$ cat src/hdl/rbgd_pkg.sv
// ----------------------------------------------------------------------------
// rbgd_pkg
// Shared types and constants of the rotated box geometry decoder.
// ----------------------------------------------------------------------------
package rbgd_pkg;
    localparam int CordicSteps = 16;
    localparam int AngW = 20;
    localparam int CsW = 20;
    localparam logic signed [AngW-1:0] PiQ16 = 20'sd205887;
    localparam logic signed [AngW-1:0] HalfPiQ16 = 20'sd102944;
    localparam logic signed [CsW-1:0] GainQ16 = 20'sd39797;
    localparam int CoordW = 20;

    function automatic logic signed [AngW-1:0] atan_q16(input logic [3:0] i);
        logic signed [AngW-1:0] r;
        case (i)
            4'd0: r = 20'sd51472;
            4'd1: r = 20'sd30386;
            4'd2: r = 20'sd16055;
            4'd3: r = 20'sd8150;
            4'd4: r = 20'sd4091;
            4'd5: r = 20'sd2047;
            4'd6: r = 20'sd1024;
            4'd7: r = 20'sd512;
            4'd8: r = 20'sd256;
            4'd9: r = 20'sd128;
            4'd10: r = 20'sd64;
            4'd11: r = 20'sd32;
            4'd12: r = 20'sd16;
            4'd13: r = 20'sd8;
            4'd14: r = 20'sd4;
            default: r = 20'sd2;
        endcase
        return r;
    endfunction

    // classified item handed from front to back
    typedef struct packed {
        logic [15:0] score;
        logic [15:0] d0;
        logic [15:0] d1;
        logic [15:0] d2;
        logic [15:0] d3;
        logic signed [AngW-1:0] ang;
        logic neg;
        logic [11:0] row;
        logic [11:0] col;
    } rbgd_item_t;

    typedef struct packed {
        logic [15:0] score;
        logic signed [CoordW-1:0] c0x, c0y, c1x, c1y, c2x, c2y, c3x, c3y;
    } rbgd_res_t;
endpackage

$ cat src/hdl/rbgd_front.sv
// ----------------------------------------------------------------------------
// rbgd_front
// Threshold and range filter; folds the angle into plus or minus pi/2.
// ----------------------------------------------------------------------------
module rbgd_front #(
    parameter int MAX_ROWS = 1024,
    parameter int MAX_COLS = 1024
) (
    input  logic                 aclk,
    input  logic                 aresetn,
    input  logic                 s_tvalid,
    output logic                 s_tready,
    input  logic [15:0]          thresh,
    input  logic [15:0]          score,
    input  logic [15:0]          d0, d1, d2, d3,
    input  logic signed [14:0]   ang,
    input  logic [9:0]           row,
    input  logic [9:0]           col,
    output logic                 f_valid,
    input  logic                 f_ready,
    output rbgd_pkg::rbgd_item_t f_item
);
    import rbgd_pkg::*;
    logic valid_reg;
    rbgd_item_t item_reg, item_next;
    logic keep;
    logic signed [AngW-1:0] a16;

    assign s_tready = !valid_reg || f_ready;
    assign keep = (score > thresh) && ({3'b0, row} < 13'(MAX_ROWS))
                  && ({3'b0, col} < 13'(MAX_COLS));

    always_comb begin
        a16 = AngW'(ang) <<< 3;
        item_next.score = score;
        item_next.d0 = d0;
        item_next.d1 = d1;
        item_next.d2 = d2;
        item_next.d3 = d3;
        item_next.row = {2'b0, row};
        item_next.col = {2'b0, col};
        item_next.neg = 1'b0;
        item_next.ang = a16;
        if (a16 > HalfPiQ16) begin
            item_next.ang = a16 - PiQ16;
            item_next.neg = 1'b1;
        end else if (a16 < -HalfPiQ16) begin
            item_next.ang = a16 + PiQ16;
            item_next.neg = 1'b1;
        end
    end

    always_ff @(posedge aclk) begin
        if (!aresetn) begin
            valid_reg <= 1'b0;
        end else if (s_tready) begin
            valid_reg <= s_tvalid && keep;
        end
        if (s_tready && s_tvalid && keep) begin
            item_reg <= item_next;
        end
    end
    assign f_valid = valid_reg;
    assign f_item = item_reg;
endmodule

$ cat config.mk
export PLATFORM = sky130hd
export DESIGN_NAME = rbgd_front
export DESIGN_NICKNAME = d
export VERILOG_FILES = /design/src/hdl/rbgd_pkg.sv /design/src/hdl/rbgd_front.sv
export SDC_FILE = /design/constraint.sdc
export NUM_CORES = 1
export LEC_CHECK = 0
export BUFFER_PORTS_ARGS = -buffer_cell sky130_fd_sc_hd__buf_2
export CORE_MARGIN = 2
export CORE_UTILIZATION = 35
export CTS_CLUSTER_SIZE = 40
export DETAILED_ROUTE_END_ITERATION = 8
export PLACE_DENSITY = 0.73
export SLEW_MARGIN = 20
export SYNTH_ARGS = -nofsm -noshare
export SYNTH_HDL_FRONTEND = slang
export SYNTH_SLANG_ARGS = --single-unit
export TNS_END_PERCENT = 30
$ cat constraint.sdc
create_clock -name aclk -period 42.5 [get_ports aclk]
set_clock_uncertainty 0.2 [all_clocks]
set_input_delay 10.625 -clock aclk [delete_from_list [all_inputs] [get_ports aclk]]
set_output_delay 10.625 -clock aclk [all_outputs]
set_load 0.03 [all_outputs]
==> results of run 1 <==
-- where the power goes --
group          total (mW)  internal (mW)  switching [mW]  leakage [nW]
Clock               0.144         0.0922          0.0522         0.293
Sequential          0.142          0.140         0.00175          1.12
Combinational      0.0444         0.0142          0.0302          1.63
Total               0.330          0.246          0.0841          3.04
-- worst max-delay path by stage --
| stage | start | to | slack [ns] | cells past startpoint |
|---|---|---|---|---|
| 2_1_floorplan | f_ready | s_tready | 20.78 | 2 |
| 3_3_place_gp | f_ready | s_tready | 20.58 | 4 |
| 3_5_place_dp | f_ready | s_tready | 20.56 | 4 |
| 4_1_cts | f_ready | s_tready | 20.56 | 4 |
| 5_1_grt | f_ready | s_tready | 20.52 | 4 |
| 6_report | f_ready | s_tready | 20.55 | 4 |
-- cells by family (layout without fill, tap and decap cells) --
logic type / Yosys count / in the layout / synth area share
flops: 120 / 120 / 0.7393
other cells: 1 / 4 / 0.0007715
buf+inv: 38 / 314 / 0.03964
fa+ha+maj: 21 / 21 / 0.05405
xor+xnor: 11 / 11 / 0.02291
simple gates: 55 / 55 / 0.06281
compound gates: 47 / 47 / 0.06822
mux: 6 / 6 / 0.01236
-- area by class of cell --
type                            count  area [µm²]
Clock buffer                       17       425.4
Clock inverter                     14       173.9
Fill cell                        1197        6807
Inverter                           24       90.09
Multi-Input combinational cell    144        1104
Sequential cell                   120        3593
Tap cell                          180       225.2
Timing Repair Buffer              259        1301
-- state kept, by name (all words and copies together), names as in the netlist --
signal   cells
f_item     119
f_valid      1
-- tightest hold or removal path, stage by stage, from the launching register on --
cell and delay [ns]:
dfxtp_1 0.34, nand2_1 0.11, a31oi_1 0.09
-- routing by layer --
layer / track usage / vias up
li1: - / 1668
met1: 0.1996 / 1687
met2: 0.2566 / 175
met3: 0.04354 / 19
met4: 0.06753 / 0
met5: 0 / -
-- stage by stage --
stage | total power [mW] | hold WS [ns] | setup slack, ns | cell area [µm²] | util
6_report | 0.3304 | 0.3798 | 20.55 | 6913 | 0.5039
5_1_grt | 0.3432 | 0.4279 | 20.52 | 6913 | 0.5039
4_1_cts | 0.3338 | 0.3869 | 20.56 | 6913 | 0.5039
3_5_place_dp | 0.1886 | 0.3771 | 20.56 | 6314 | 0.4602
3_3_place_gp | 0.1876 | 0.3310 | 20.58 | 6314 | 0.4602
2_1_floorplan | 0.1745 | 0.6572 | 20.78 | 4872 | -
-- cell usage in the layout (no fill, tap or decap), types with 2 or more instances in the layout --
cell type / synthesis / final
nand3_1: 7 / 7
a21o_1: 2 / 2
nor2_1: 6 / 6
clkinv_4: 0 / 5
nand2_1: 14 / 14
nand2b_1: 3 / 3
a21oi_1: 12 / 12
nor2b_1: 2 / 2
edfxtp_1: 119 / 119
nand4_1: 6 / 6
clkinv_2: 0 / 3
inv_6: 0 / 2
a31oi_1: 3 / 3
conb_1: 1 / 4
nor3_1: 4 / 4
o21a_1: 2 / 2
o211ai_1: 2 / 2
xnor2_1: 7 / 7
ha_1: 21 / 21
nor3b_1: 3 / 3
o21ai_0: 6 / 6
clkbuf_16: 0 / 17
bufinv_16: 0 / 3
mux2i_1: 6 / 6
inv_1: 24 / 24
and3_1: 2 / 2
nand3b_1: 2 / 2
buf_4: 6 / 2
xor2_1: 2 / 2
buf_2: 1 / 257
==> run metrics, run 1 <==
status=complete, no violations; CP Capture Type=output port; clk buf depth=2; clock root buffer=clkbuf_16; first-pass GRT wire length=approximately 18 mm; Slew Limit Fails=0; worst rel slew slack=0.3357; Final Cycle Share=0.5164; worst hold path startpoint=f_valid$_SDFFE_PN0N_; Hold Crit Class=flop to flop; Finished Layout Cells=~760; Synth Flop Type=edfxtp_1; DRT antenna net count=0; # IOs=approximately 260; placed cell count=between 700 and 800; most common cell in the synthesized netlist=edfxtp_1; Horiz. Die Dim=between 100 and 150 µm; port bufs=257; largest area contributor in the netlist=edfxtp_1; max frequency=about 0.046 GHz; Global Route Usage Sum=0.1583; routed length per placed instance=16.18 µm; crit-path cells=buf_2, inv_1, nand2_1, buf_2; Area Overhead vs Synth=42.21%; antenna cells=0; CTS sink cnt=120; CTS tree=yes; wire length on met3=around 910 µm; DRC viols=0; final hold violations=0; Static Leakage=between 3 and 4 nW; DR vias=about 3500; Worst-Margin Slew=approximately 1 ns; vias per cell=between 4 and 5; CTS resizes=0; initial core utilization=0.3543; critical path type=primary input to output port; DR iter-0 viols=234; share of layout cells above drive strength 1=0.5208; RSZ-0062 raised after global routing=no; clock period minus worst slack=roughly 22 ns; die area=between 0.01 and 0.015 mm²; top routing layer used=met4; number of synthesis warnings=0; WP data arrival=11.12 ns; hold depth=2; clk_lat worst skew=about 0.4 ns; CP top delay family=buffers and inverters; drt pass-1 iters=4; EDFF count, synth=119; DP Wirelength=9.313 mm; worst-path fanout max=3; Critical Path RT=roughly 32 ns; core footprint=about 0.014 mm²; Post-synth ARST share=0; Synth Register Bits=120; clock slew at reported path FFs=0.06 ns; synthesized area per cell=around 16 µm²; CP bufs+invs=3; top-area cell type share of the netlist area=0.7351; Chip Height=121.9 µm; Fin Setup TNS=0 ns; final setup fails=0; gr ovfl total=0; Crit Reg-Reg Startpoint=f_valid$_SDFFE_PN0N_; Critical-path top delay cell=buf_2; site row count=43; Num CTS Buffers=17; vias in the first global route=3460; H-tree depth=4; hold path endpoint=f_valid$_SDFFE_PN0N_; mapped cell area=between 0.004 and 0.005 mm²; VDD IR max=0.00002124 V; postcts setup bufs=0; reg2reg setup slack=40.42 ns; slowest stage delay, CP=around 0.19 ns; post-synthesis sequential area ratio=0.7393; routed wl met2=~6 mm; R2R depth=2; Synth area leaders=edfxtp_1 74%, ha_1 5.4%, inv_1 1.9%; initial antenna violation count=0; reg2reg end=f_item[103]$_DFFE_PP_; GP Congestion=0.8220; Cells after Synth=299; WL met1=a little over 5 mm; Pwr Density=between 40 and 50 mW/mm²; final-stage net count=approximately 720; Synth cell types=57; most frequent CP cell=buf_2; CP startpoint kind=primary input; MaxCap Viol Count=0; largest net degree at the start of global routing=84; synth cell count leaders=119 x edfxtp_1, 24 x inv_1, 21 x ha_1; Post-Route WL=between 10 and 15 mm; # hold bufs at CTS=0
(Power assumes the default switching activity.)
==> run 2, diff against run 1 <==
clock period = 22.8 ns   (was 42.5 ns; I/O delays follow)
==> run 2 against run 1 <==
Die area stayed put. Count of clock-buffer cells in the layout is 1 higher. Sequential power is 86% higher. Combinational power is 86% higher. Non-clock buffer count stayed put. Largest power group unchanged.
==> run metrics, run 2 (synthesized netlist as in run 1, its figures left out) <==
# hold bufs at CTS=0 (unchanged); core footprint=0.01372 mm² (unchanged); clock slew at reported path FFs=0.07 ns (was 0.06 ns); CP Capture Type=output port (unchanged); share of layout cells above drive strength 1=0.5199 (was 0.5208); commonest non-fill, non-tap cell in the layout=buf_2 (unchanged); largest net degree at the start of global routing=84 (unchanged); vias in the first global route=3485 (was 3460); Finished Layout Cells=759 (was 758); DRT antenna net count=0 (unchanged); worst rel slew slack=0.3380 (was 0.3357); initial antenna violation count=0 (unchanged); antenna cells=0 (unchanged); Critical Path RT=16.90 ns (was 31.68 ns); Post-Route WL=12.07 mm (was 12.27 mm); dpl ws=10.70 ns (was 20.56 ns); critical path type=primary input to output port (unchanged); # IOs=262 (unchanged); Num CTS Buffers=17 (unchanged); final instance area=0.006908 mm² (was 0.006913 mm²); clk buf depth=2 (unchanged); clk_lat worst skew=0.41 ns (about the same); CP startpoint kind=primary input (unchanged); DP Wirelength=9.328 mm (was 9.313 mm); RSZ-0062 raised after global routing=no (unchanged); most frequent cells in the layout=257 x buf_2, 119 x edfxtp_1, 24 x inv_1 (unchanged); final-stage net count=722 (unchanged); drt pass-1 iters=4 (unchanged); Horiz. Die Dim=121.9 µm (unchanged); Final WS setup=10.69 ns (was 20.55 ns); max frequency=0.08258 GHz; first-pass GRT wire length=17.82 mm (was 17.77 mm); Worst-Margin Slew=0.9931 ns (was 0.9964 ns); DR iter-0 viols=196 (was 234); Fin Setup TNS=0 ns (unchanged); hold depth=2 (unchanged); final setup fails=0 (unchanged); clock root buffer=clkbuf_16 (unchanged); most frequent CP cell=buf_2 (unchanged); DRC viols=0 (unchanged); slowest stage delay, CP=0.20 ns (was 0.19 ns); Chip Height=121.9 µm (unchanged); Area Overhead vs Synth=42.11% (was 42.21%); CTS resizes=0 (unchanged); gr ovfl total=0 (unchanged); Static Leakage=3.022 nW (was 3.037 nW); VDD IR max=0.00003722 V (was 0.00002124 V); initial core utilization=0.3543 (unchanged); reg2reg setup slack=20.71 ns (was 40.42 ns); WP data arrival=6.21 ns (was 11.12 ns); Crit Reg-Reg Startpoint=f_valid$_SDFFE_PN0N_ (unchanged); placed cell areas=0.006314 mm² (unchanged); final hold violations=0 (unchanged); placed cell count=727 (unchanged); routed length per placed instance=15.90 µm (was 16.18 µm); crit-path cells=buf_2, inv_1, nand2_1, buf_2 (unchanged); Global Route Usage Sum=0.1587 (was 0.1583); GP Congestion=0.8201 (was 0.8220); MaxCap Viol Count=0 (unchanged); vias per cell=4.636 (was 4.682); worst hold path startpoint=f_valid$_SDFFE_PN0N_ (unchanged); status=complete, no violations (unchanged); worst-path fanout max=3 (unchanged); CTS sink cnt=120 (unchanged); site row count=43 (unchanged); die area=0.01485 mm² (unchanged); R2R depth=2 (unchanged); Slew Limit Fails=0 (unchanged); CP bufs+invs=3 (unchanged); reg2reg end=f_item[21]$_DFFE_PP_ (was f_item[103]$_DFFE_PP_); DR vias=3519 (was 3549); hold path endpoint=f_valid$_SDFFE_PN0N_ (unchanged); max reg flops=119 (unchanged); Hold Crit Class=flop to flop (unchanged); CP top delay family=buffers and inverters (unchanged); CTS tree=yes (unchanged); Final Core Density=0.5035 (was 0.5039); Hold WS=0.4039 ns (was 0.3798 ns); port bufs=257 (unchanged); postcts setup bufs=0 (unchanged); H-tree depth=4 (unchanged); Final Cycle Share=0.5311; Pwr Density=88.82 mW/mm² (was 47.80 mW/mm²); clock period minus worst slack=about 12 ns; Critical-path top delay cell=buf_2 (unchanged); post-layout power=0.6136 mW (was 0.3304 mW)
==> run 2: worst max path at each step <==
stage | startpoint | end | slack, ns | cells past startpoint
after floorplan | thresh[1] | f_item[0]$_DFFE_PP_ | 6.45 | 7
after global placement | f_ready | s_tready | 10.73 | 4
after detailed placement | f_ready | s_tready | 10.70 | 4
after CTS | f_ready | s_tready | 10.70 | 4
after global routing | f_ready | s_tready | 10.68 | 4
final | f_ready | s_tready | 10.69 | 4
==> run 2: tightest hold or removal path, delay by kind of cell (launching register included) <==
kind,cells,cell delay [ns]
AOI/OAI and AO/OA,1,0.09
DFF,1,0.35
and+or+nand+nor,1,0.12
==> run 2: power breakdown <==
group          internal [mW]  total, mW  switching, mW  leakage (nW)
clock                  0.164      0.267          0.103         0.278
combinational         0.0265     0.0825         0.0561          1.63
sequential             0.261      0.264        0.00326          1.12
total                  0.451      0.614          0.162          3.02
==> run 2: area by class of cell <==
cell class / instances / area [µm²]
Fill cell: 1211 / 6812
Clock buffer: 18 / 429.2
Tap cell: 180 / 225.2
Timing Repair Buffer: 259 / 1301
Sequential cell: 120 / 3593
Inverter: 24 / 90.09
Clock inverter: 14 / 165.2
Multi-Input combinational cell: 144 / 1104
==> run 2: metal layers <==
metal	vias to the layer above	wire [µm]	track usage
met1	1675	5035	0.1947
met5	-	0	0
met2	151	5966	0.2584
li1	1674	-	-
met3	19	825	0.05197
met4	0	238	0.06537
