$ cat src/hdl/rbgd_pkg.sv
// ----------------------------------------------------------------------------
// rbgd_pkg
// Shared types and constants of the rotated box geometry decoder.
// ----------------------------------------------------------------------------
package rbgd_pkg;
    localparam int CordicSteps = 16;
    localparam int AngW = 20;
    localparam int CsW = 20;
    localparam logic signed [AngW-1:0] PiQ16 = 20'sd205887;
    localparam logic signed [AngW-1:0] HalfPiQ16 = 20'sd102944;
    localparam logic signed [CsW-1:0] GainQ16 = 20'sd39797;
    localparam int CoordW = 20;

    function automatic logic signed [AngW-1:0] atan_q16(input logic [3:0] i);
        logic signed [AngW-1:0] r;
        case (i)
            4'd0: r = 20'sd51472;
            4'd1: r = 20'sd30386;
            4'd2: r = 20'sd16055;
            4'd3: r = 20'sd8150;
            4'd4: r = 20'sd4091;
            4'd5: r = 20'sd2047;
            4'd6: r = 20'sd1024;
            4'd7: r = 20'sd512;
            4'd8: r = 20'sd256;
            4'd9: r = 20'sd128;
            4'd10: r = 20'sd64;
            4'd11: r = 20'sd32;
            4'd12: r = 20'sd16;
            4'd13: r = 20'sd8;
            4'd14: r = 20'sd4;
            default: r = 20'sd2;
        endcase
        return r;
    endfunction

    // classified item handed from front to back
    typedef struct packed {
        logic [15:0] score;
        logic [15:0] d0;
        logic [15:0] d1;
        logic [15:0] d2;
        logic [15:0] d3;
        logic signed [AngW-1:0] ang;
        logic neg;
        logic [11:0] row;
        logic [11:0] col;
    } rbgd_item_t;

    typedef struct packed {
        logic [15:0] score;
        logic signed [CoordW-1:0] c0x, c0y, c1x, c1y, c2x, c2y, c3x, c3y;
    } rbgd_res_t;
endpackage

$ cat src/hdl/rbgd_fifo.sv
// ----------------------------------------------------------------------------
// rbgd_fifo
// Two-entry queue between front and back.
// ----------------------------------------------------------------------------
module rbgd_fifo (
    input  logic                 aclk,
    input  logic                 aresetn,
    input  logic                 i_valid,
    output logic                 i_ready,
    input  rbgd_pkg::rbgd_item_t i_item,
    output logic                 o_valid,
    input  logic                 o_ready,
    output rbgd_pkg::rbgd_item_t o_item
);
    import rbgd_pkg::*;
    rbgd_item_t mem_reg [2];
    logic wp_reg, rp_reg;
    logic [1:0] cnt_reg;
    logic wr, rd;

    assign i_ready = cnt_reg != 2'd2;
    assign o_valid = cnt_reg != 2'd0;
    assign wr = i_valid && i_ready;
    assign rd = o_valid && o_ready;
    assign o_item = mem_reg[rp_reg];

    always_ff @(posedge aclk) begin
        if (!aresetn) begin
            wp_reg <= 1'b0;
            rp_reg <= 1'b0;
            cnt_reg <= 2'd0;
        end else begin
            if (wr) wp_reg <= !wp_reg;
            if (rd) rp_reg <= !rp_reg;
            cnt_reg <= cnt_reg + 2'(wr) - 2'(rd);
        end
        if (wr) mem_reg[wp_reg] <= i_item;
    end
endmodule

$ cat config.mk
export PLATFORM = sky130hd
export DESIGN_NAME = rbgd_fifo
export DESIGN_NICKNAME = d
export VERILOG_FILES = /design/src/hdl/rbgd_pkg.sv /design/src/hdl/rbgd_fifo.sv
export SDC_FILE = /design/constraint.sdc
export NUM_CORES = 1
export LEC_CHECK = 0
export BUFFER_PORTS_ARGS = -buffer_cell sky130_fd_sc_hd__buf_2
export CAP_MARGIN = 15
export CORE_MARGIN = 2
export CORE_UTILIZATION = 35
export CTS_BUF_LIST = sky130_fd_sc_hd__clkbuf_4
export DETAILED_ROUTE_END_ITERATION = 8
export PLACE_DENSITY = 0.67
export SETUP_SLACK_MARGIN = 0.05
export SLEW_MARGIN = 20
export SYNTH_ARGS = -nofsm -noshare
export SYNTH_HDL_FRONTEND = slang
export SYNTH_SLANG_ARGS = --single-unit
export TNS_END_PERCENT = 20
$ cat constraint.sdc
create_clock -name aclk -period 13.5 [get_ports aclk]
set_clock_uncertainty 0.1 [all_clocks]
set_input_delay 2.7 -clock aclk [delete_from_list [all_inputs] [get_ports aclk]]
set_output_delay 2.7 -clock aclk [all_outputs]
set_load 0.01 [all_outputs]
==> impl_metrics.yaml, run 1 <==
die:
  ios: 256
  die_h_um: 169
  fp.dieW_um: 169
  fp-row-count: 60
  dieArea_um2: 28400
  start_util_pct: 35.4
  coreArea_um2: 26800
layout:
  area_growth_pct: 26.6
  seq_area_um2: 7610
  fill_cells: 2394
  final_nets: 863
  drive_gt1_share_pct: 63.2
  mostFrequentLayoutCells: "255 x buf_2, 250 x edfxtp_1, 90 x clkbuf_4, 75 x mux2_2, 50 x mux2_4"
  multiInputGateArea_um2: 1760
  layout_commonest_cell: "buf_2"
  largest_reg_flops: 250
sta:
  period_needed_ps: 5270
  tightest_slew_ps: 1020
  whs_ps: 411
  fin_setup_tns_ps: 0
  rsz0062_at_grt: "no"
  slew_violations: 0
  max_slew_margin_pct: 31.7
  hold_violations: 0
  setup_violations: 0
  fmax_mhz: 190
  fin_crit_sh_pct: 39.0
critical_path:
  r2r_slack_ps: 10600
  worst_setup_path_start_kind: "flip-flop"
  critPathKind: "flip-flop to output port"
  worst-path-max-fanout: 59
  arrival_ps: 2470
  endpoint_kind: "output port"
  r2r_start: "cnt_reg[0]$_SDFF_PN0_"
  required_ps: 10700
grt:
  grt_overflow: 0
  grt_max_degree: 74
  grt_pass1_wl_mm: 27.0
  antenna_found_initial: 3
  grt_pass1_vias: 5135
  grtUsageTotal_pct: 12.4
yosys:
  synth_nets: 549
  synth_mux_area_share_pct: 16.8
  synth_top_area_share_pct: 79.2
  syn_inst: 419
  ys_ff_latch: 255
  synth-simple-area-share_pct: 0.963
  synth_cell_types: 25
  synth_area_um2: 9480
  synth_xor_area_share_pct: 0.0924
  synth_top_family_by_area: "multiplexers"
  yosys-top-cells-area: "edfxtp_1 79%, mux2_2 8.9%, mux2_4 7.9%"
  synth_fa_ha_area_share_pct: 0.132
  synth_compound_area_share_pct: 0.462
  seq_area_frac_synth_pct: 80.2
  avgSynthCellArea_um2: 22.6
  synth_top_area_cell: "edfxtp_1"
  yosys_warnings: 0
drt:
  via_count: 4947
  ant_nets: 0
  drc: 0
  met2_wirelength_mm: 8.55
  wl_per_cell_um: 16.0
  wl_met3_mm: 1.54
  drt-met1-wl_mm: 7.26
  routed.top_layer: "met5"
  drt_iter0_markers: 237
  drt-total-wl_mm: 17.9
  first_pass_iters: 5
  vias_per_cell: 4.43
placed_design:
  dp_hpwl_mm: 11.1
  place.gp.congestion: 0.697
  io_buffers: 255
clock_tree:
  htreeDepth: 3
  clock_latency_ps: 610
  cts_made_buffers: 67
  postCtsSetupBuffers: 0
  cts_tree: "done"
  clkTransAtPathRegs_ps: 70
  clk_path_buf_depth: 3
  cts_root_buffer: "clkbuf_4"
  cts.sinks: 255
  cts_resized: 0
  cts_hold_buffers: 0
run:
  maxCapViolCount: 0
pwr:
  peakVddDrop_v: 0.0000965
  p_per_area_nw_per_um2: 175
  p_leak_nw: 4.62
min_path:
  worstHoldStart: "rp_reg$_SDFFE_PN0P_"
  hp-class: "flip-flop to flip-flop"
run_status:
  status: "finished clean"
[cell families after synthesis]
family,Yosys count
mux,125
compound gates,6
fa+ha+maj,1
buf+inv,16
flops,255
xor+xnor,1
simple gates,15
[through the flow]
| step | total power, mW | instance area (um^2) | std cells | util (%) | worst slack [ps] |
|---|---|---|---|---|---|
| floorplan | 1.29 | 9480 | 419 | - | 7270 |
| global placement | 1.43 | 11100 | 1005 | 41.5 | 8390 |
| detailed placement | 1.43 | 11100 | 1005 | 41.5 | 8390 |
| CTS | 2.14 | 12000 | 1115 | 44.8 | 8120 |
| global route | 2.22 | 12000 | 1116 | 44.8 | 8030 |
| finish | 2.10 | 12000 | 1116 | 44.8 | 8230 |
[cell usage after synthesis (all sizes together)]
library cell / count
inv: 2
o31a: 1
buf: 14
o21ba: 1
dfxtp: 5
nand3: 1
xor2: 1
nand2b: 1
nor4bb: 1
o21ai: 2
a21oi: 1
nor2: 4
and3: 2
nor4: 1
and2: 1
nand3b: 1
nor2b: 1
edfxtp: 250
a21bo: 1
nor3: 1
or2: 1
mux2: 125
ha: 1
[metal layers]
layer / track usage [%] / up-vias
met3: 4.91 / 43
li1: - / 2331
met1: 14.3 / 2350
met4: 6.82 / 2
met5: 0 / -
met2: 19.8 / 221
[final cells by class]
| class | instances | share of cell area, % |
|---|---|---|
| Multi-Input combinational cell | 148 | 14.6 |
| Clock buffer | 90 | 5.63 |
| Inverter | 2 | 0.104 |
| Clock inverter | 20 | 1.73 |
| Timing Repair Buffer | 259 | 10.9 |
| Antenna cell | 1 | 0.0209 |
| Sequential cell | 255 | 63.4 |
| Tap cell | 341 | 3.56 |
[critical path, cell delays in order, from the launching register on]
cell and delay (ps):
dfxtp_4 440, buf_4 760, mux2_2 440, buf_2 140
[final timing paths]
kind,cells past startpoint,end
hold reg to reg,2,flip-flop
setup reg to reg,3,mem_reg[1][14]$_DFFE_PP_
hold / removal,2,flip-flop
setup / recovery,3,o_item[1]
[power by group]
| group | internal [mW] | switching (mW) | total (mW) |
|---|---|---|---|
| logic | 0.207 | 0.215 | 0.421 |
| clock network | 0.403 | 0.294 | 0.697 |
| registers | 0.962 | 0.0211 | 0.984 |
| total | 1.57 | 0.530 | 2.10 |
Note: power is estimated with default switching activity, not from simulation.
==> run 2: changes to the inputs <==
Settings changed: ABC_AREA set to 1.
Clock period 13.5 ns to 5.31 ns, I/O delays scaled along.
==> impl_metrics.yaml, run 2 <==
run_status:
  status: "finished clean"
clock_tree:
  cts_resized: 0
  clock_latency_ps: 600
  cts_made_buffers: 69
  clkTransAtPathRegs_ps: 60
  cts_root_buffer: "clkbuf_4"
  htreeDepth: 3
  cts_hold_buffers: 0
  postCtsSetupBuffers: 0
  cts.sinks: 255
  clk_path_buf_depth: 3
  cts_tree: "done"
sta:
  hold_violations: 0
  fin_crit_sh_pct: 68.0
  period_needed_ps: 3610
  rsz0062_at_grt: "no"
  fmax_mhz: 277
  tightest_slew_ps: 1000
  whs_ps: 401
  setup_violations: 0
  finalWorstSetupSlack_ps: 1700
  slew_violations: 0
  max_slew_margin_pct: 33.1
drt:
  drt-total-wl_mm: 18.1
  drc: 0
  first_pass_iters: 4
  vias_per_cell: 4.44
  via_count: 5035
  drt_iter0_markers: 194
  wl_per_cell_um: 15.9
  ant_nets: 0
yosys:
  avgSynthCellArea_um2: 22.2
  syn_inst: 425
  yosys-top-cells-count: "250 x edfxtp_1, 75 x mux2_2, 50 x mux2_4"
  synth_top_area_share_pct: 79.4
  synth_cell_types: 13
  synth_ff_type: "edfxtp_1"
  async_reset_ff_share_pct: 0
  yosys-top-cells-area: "edfxtp_1 79%, mux2_2 8.9%, mux2_4 7.9%"
  synth_area_um2: 9450
  ys_ff_latch: 255
  seq_area_frac_synth_pct: 80.5
  synth_top_area_cell: "edfxtp_1"
  synth_nets: 555
  yosys_warnings: 0
  synth_edf_count: 250
  synth.most_common_cell: "edfxtp_1"
layout:
  drive_gt1_share_pct: 63.0
  post-route-cell-area_um2: 12000
  final_nets: 876
  utilization_pct: 45.1
  area_growth_pct: 27.5
  fill_cells: 2404
  largest_reg_flops: 250
  layout_commonest_cell: "buf_2"
  mostFrequentLayoutCells: "255 x buf_2, 250 x edfxtp_1, 103 x clkbuf_4, 75 x mux2_2, 50 x mux2_4"
critical_path:
  worst-path-max-fanout: 58
  critical_path.top_delay_family: "flip-flops"
  endpoint_kind: "output port"
  crit_slowest_cell: "dfxtp_4"
  r2r_end: "mem_reg[0][115]$_DFFE_PP_"
  max_stage_delay_ps: 850
  required_ps: 4150
  critPathKind: "flip-flop to output port"
  worst_setup_path_start_kind: "flip-flop"
  critPathBufInv: 2
  ff2ff_path_depth: 5
  path_cells: "buf_12, mux2_2, buf_2"
  arrival_ps: 2450
  r2r_start: "cnt_reg[0]$_SDFF_PN0_"
  cp.depth: 3
  endpoint: "o_item[1]"
  r2r_slack_ps: 3170
grt:
  grt_max_degree: 72
  grt_overflow: 0
  grt_pass1_wl_mm: 27.1
  antenna_found_initial: 2
  grt_pass1_vias: 5338
  grtUsageTotal_pct: 12.4
placed_design:
  place.gp.congestion: 0.724
  place_area_um2: 11100
  dp_hpwl_mm: 11.5
  dp_worst_setup_slack_ps: 2120
  io_buffers: 255
die:
  start_util_pct: 35.4
  fp-row-count: 60
  dieArea_um2: 28300
  coreArea_um2: 26700
  fp.dieW_um: 168
  ios: 256
  die_h_um: 168
pwr:
  peakVddDrop_v: 0.000237
  p_leak_nw: 4.68
  p_per_area_nw_per_um2: 472
  power.total_mw: 5.69
run:
  maxCapViolCount: 0
min_path:
  hp-class: "flip-flop to flip-flop"
## run 2: cell types whose count changed after synthesis, moves of 2 or more
cell     delta
o21ai_0     -2
nor2_1      +5
and3_1      -2
inv_1       +5
nand2_1    +11
## run 2: worst min-delay path by stage
stage / from / endpoint / cells past startpoint
6_report: rp_reg$_SDFFE_PN0P_ / rp_reg$_SDFFE_PN0P_ / 2
5_1_grt: i_item[11] / mem_reg[0][11]$_DFFE_PP_ / 1
4_1_cts: i_item[11] / mem_reg[1][11]$_DFFE_PP_ / 1
3_5_place_dp: rp_reg$_SDFFE_PN0P_ / rp_reg$_SDFFE_PN0P_ / 2
3_3_place_gp: rp_reg$_SDFFE_PN0P_ / rp_reg$_SDFFE_PN0P_ / 2
2_1_floorplan: rp_reg$_SDFFE_PN0P_ / flip-flop / 2
## run 2: cells by family (layout without fill, tap and decap cells)
family | after synthesis | in the layout | share of synthesized area (%)
other | 0 | 1 | 0
muxes | 125 | 125 | 16.9
buffers and inverters | 21 | 388 | 1.48
adders and majority gates | 1 | 1 | 0.132
DFF | 255 | 255 | 80.5
xor gates and xnor gates | 1 | 1 | 0.0927
AOI/OAI and AO/OA | 1 | 1 | 0.0529
and+or+nand+nor | 21 | 21 | 0.847
## run 2: worst reg2reg max path, cell delays in order (launching register included)
cell     delay [ps]
dfxtp_1         360
inv_1            50
nand2_1          70
nand2_1         200
nor2_4          150
buf_4           750
## run 2: power breakdown
| group | total, mW | internal (mW) | leakage, nW | switching [mW] |
|---|---|---|---|---|
| Sequential | 2.67 | 2.55 | 2.38 | 0.115 |
| Clock | 1.71 | 0.976 | 0.526 | 0.738 |
| Combinational | 1.30 | 0.637 | 1.78 | 0.666 |
## run 2: area by class of cell
cell class,instances,area (um^2),share of cell area (%)
sequential,255,7610,63.2
multi-input combinational,149,1720,14.3
timing repair buffer,264,1380,11.5
clock buffer,103,773,6.42
tap,341,427,3.54
clock inverter,14,106,0.883
inverter,7,26.3,0.218
antenna,1,2.50,0.0208
## run 2: metrics by stage
step / instances / setup TNS [ps]
floorplan: 425 / -227120
global placement: 1015 / 0
detailed placement: 1015 / 0
CTS: 1132 / 0
global route: 1134 / 0
finish: 1134 / 0
## run 2: layer usage
| metal | GRT usage, % | wire, um | vias up |
|---|---|---|---|
| met5 | 0 | 16 | - |
| met4 | 5.40 | 349 | 2 |
| met3 | 6.09 | 1740 | 34 |
| met2 | 20.1 | 8880 | 215 |
| met1 | 13.8 | 7060 | 2431 |
| li1 | - | - | 2353 |
==> run 3: changes to the inputs <==
Settings changed: ABC_AREA 1 to 0.
Clock period 5.31 ns to 3.6 ns, I/O delays scaled along.
==> impl_metrics.yaml, run 3 (synthesis results as in run 1) <==
pwr:
  power.switching_mw: 1.99
  p_clk_share_pct: 32.2
  p_leak_nw: 4.64
  peakVddDrop_v: 0.000394
  power.total_mw: 7.82
  swShare_pct: 25.4
  seq_power_share_pct: 47.3
  p_comb_share_pct: 20.5
  intPower_mw: 5.83
  p_per_area_nw_per_um2: 648
drt:
  vias_per_cell: 4.50
  drc: 0
  first_pass_iters: 4
  drt_iter0_markers: 226
  drt-total-wl_mm: 18.2
  wl_per_cell_um: 16.1
  via_count: 5060
  ant_nets: 0
layout:
  drive_gt1_share_pct: 63.4
  fill_cells: 2357
  seq_area_um2: 7610
  final_cells: 1124
  largest_reg_flops: 250
  mostFrequentLayoutCells: "255 x buf_2, 250 x edfxtp_1, 95 x clkbuf_4, 75 x mux2_2, 50 x mux2_4"
  area_growth_pct: 27.2
  final_nets: 866
  layout_commonest_cell: "buf_2"
  multiInputGateArea_um2: 1760
clock_tree:
  clkTransAtPathRegs_ps: 70
  clock_latency_ps: 620
  postCtsSetupBuffers: 0
  cts_tree: "done"
  cts_resized: 0
  cts_made_buffers: 68
  cts_root_buffer: "clkbuf_4"
  htreeDepth: 3
  clk_path_buf_depth: 3
  cts.sinks: 255
  cts_hold_buffers: 0
placed_design:
  dp_hpwl_mm: 11.4
  dp_cells: 1007
  place.gp.congestion: 0.697
  io_buffers: 255
critical_path:
  critPathKind: "flip-flop to output port"
  worst_setup_path_start_kind: "flip-flop"
  endpoint_kind: "output port"
  worst-path-max-fanout: 57
  arrival_ps: 2070
  r2r_slack_ps: 1630
  critical_path.top_delay_family: "flip-flops"
  required_ps: 2780
  r2r_end: "mem_reg[1][88]$_DFFE_PP_"
  r2r_start: "cnt_reg[0]$_SDFF_PN0_"
  cp.depth: 3
  crit_slowest_cell: "dfxtp_4"
  critPathBufInv: 2
  endpoint: "o_item[64]"
  max_stage_delay_ps: 490
  ff2ff_path_depth: 3
  path_cells: "buf_12, mux2_2, buf_2"
grt:
  grt_pass1_vias: 5276
  grt_max_degree: 71
  grtUsageTotal_pct: 12.4
  antenna_found_initial: 5
  grt_pass1_wl_mm: 27.0
  grt_overflow: 0
die:
  dieArea_um2: 28400
  coreArea_um2: 26800
  start_util_pct: 35.4
  fp-row-count: 60
  fp.dieW_um: 169
  ios: 256
  die_h_um: 169
sta:
  hold_violations: 0
  max_slew_margin_pct: 48.6
  rsz0062_at_grt: "no"
  fin_crit_sh_pct: 80.3
  setup_violations: 0
  period_needed_ps: 2890
  slew_violations: 0
  fmax_mhz: 346
  tightest_slew_ps: 772
run_status:
  status: "finished clean"
min_path:
  hp-class: "input pin to flip-flop"
run:
  maxCapViolCount: 0
## run 3: area by class of cell
cell class	count	share of cell area, %
diodes	4	0.0830
clock buffers	95	5.91
clock inverters	18	1.23
inverters	2	0.0830
multi-input cells	148	14.6
flip-flops and latches	255	63.1
well taps	341	3.54
repair buffers	261	11.5
## run 3: how the worst min path moves through the flow
stage	start	to	slack (ps)	depth (start not counted)
2_1_floorplan	rp_reg$_SDFFE_PN0P_	flip-flop	370	2
3_3_place_gp	rp_reg$_SDFFE_PN0P_	rp_reg$_SDFFE_PN0P_	390	2
3_5_place_dp	rp_reg$_SDFFE_PN0P_	rp_reg$_SDFFE_PN0P_	390	2
4_1_cts	i_item[75]	mem_reg[1][75]$_DFFE_PP_	100	1
5_1_grt	i_item[15]	mem_reg[1][15]$_DFFE_PP_	80	1
6_report	i_item[77]	mem_reg[0][77]$_DFFE_PP_	170	1
## run 3: through the flow
stage | setup slack, ps | hold slack [ps] | area, um^2 | util [%] | TNS (ps)
after floorplan | -216 | 372 | 9480 | - | -27050
after global placement | 1330 | 386 | 11200 | 41.7 | 0
after detailed placement | 1340 | 393 | 11200 | 41.7 | 0
after CTS | 631 | 101 | 12100 | 45.0 | 0
after global routing | 568 | 84.3 | 12100 | 45.0 | 0
final | 710 | 173 | 12100 | 45.0 | 0
## run 3: metal layers
layer | vias to the layer above | global-route usage [%] | routed length [um]
met3 | 46 | 5.82 | 1640
li1 | 2351 | - | -
met4 | 2 | 7.05 | 542
met5 | - | 0 | 16
met2 | 213 | 20.2 | 8900
met1 | 2448 | 13.2 | 7050
## run 3: worst register-to-register path: stages, from the launching register on
cell and delay (ps):
dfxtp_1 410, nand2b_1 200, and3_4 220, buf_4 600
## run 3: power by group through the flow
stage / logic, mW / registers (mW) / clock network (mW)
after floorplan: 1.07 / 3.74 / 0
after global placement: 1.63 / 3.74 / 0
after detailed placement: 1.63 / 3.76 / 0
after CTS: 1.64 / 3.70 / 2.63
after global routing: 1.72 / 3.72 / 2.79
final: 1.60 / 3.69 / 2.52
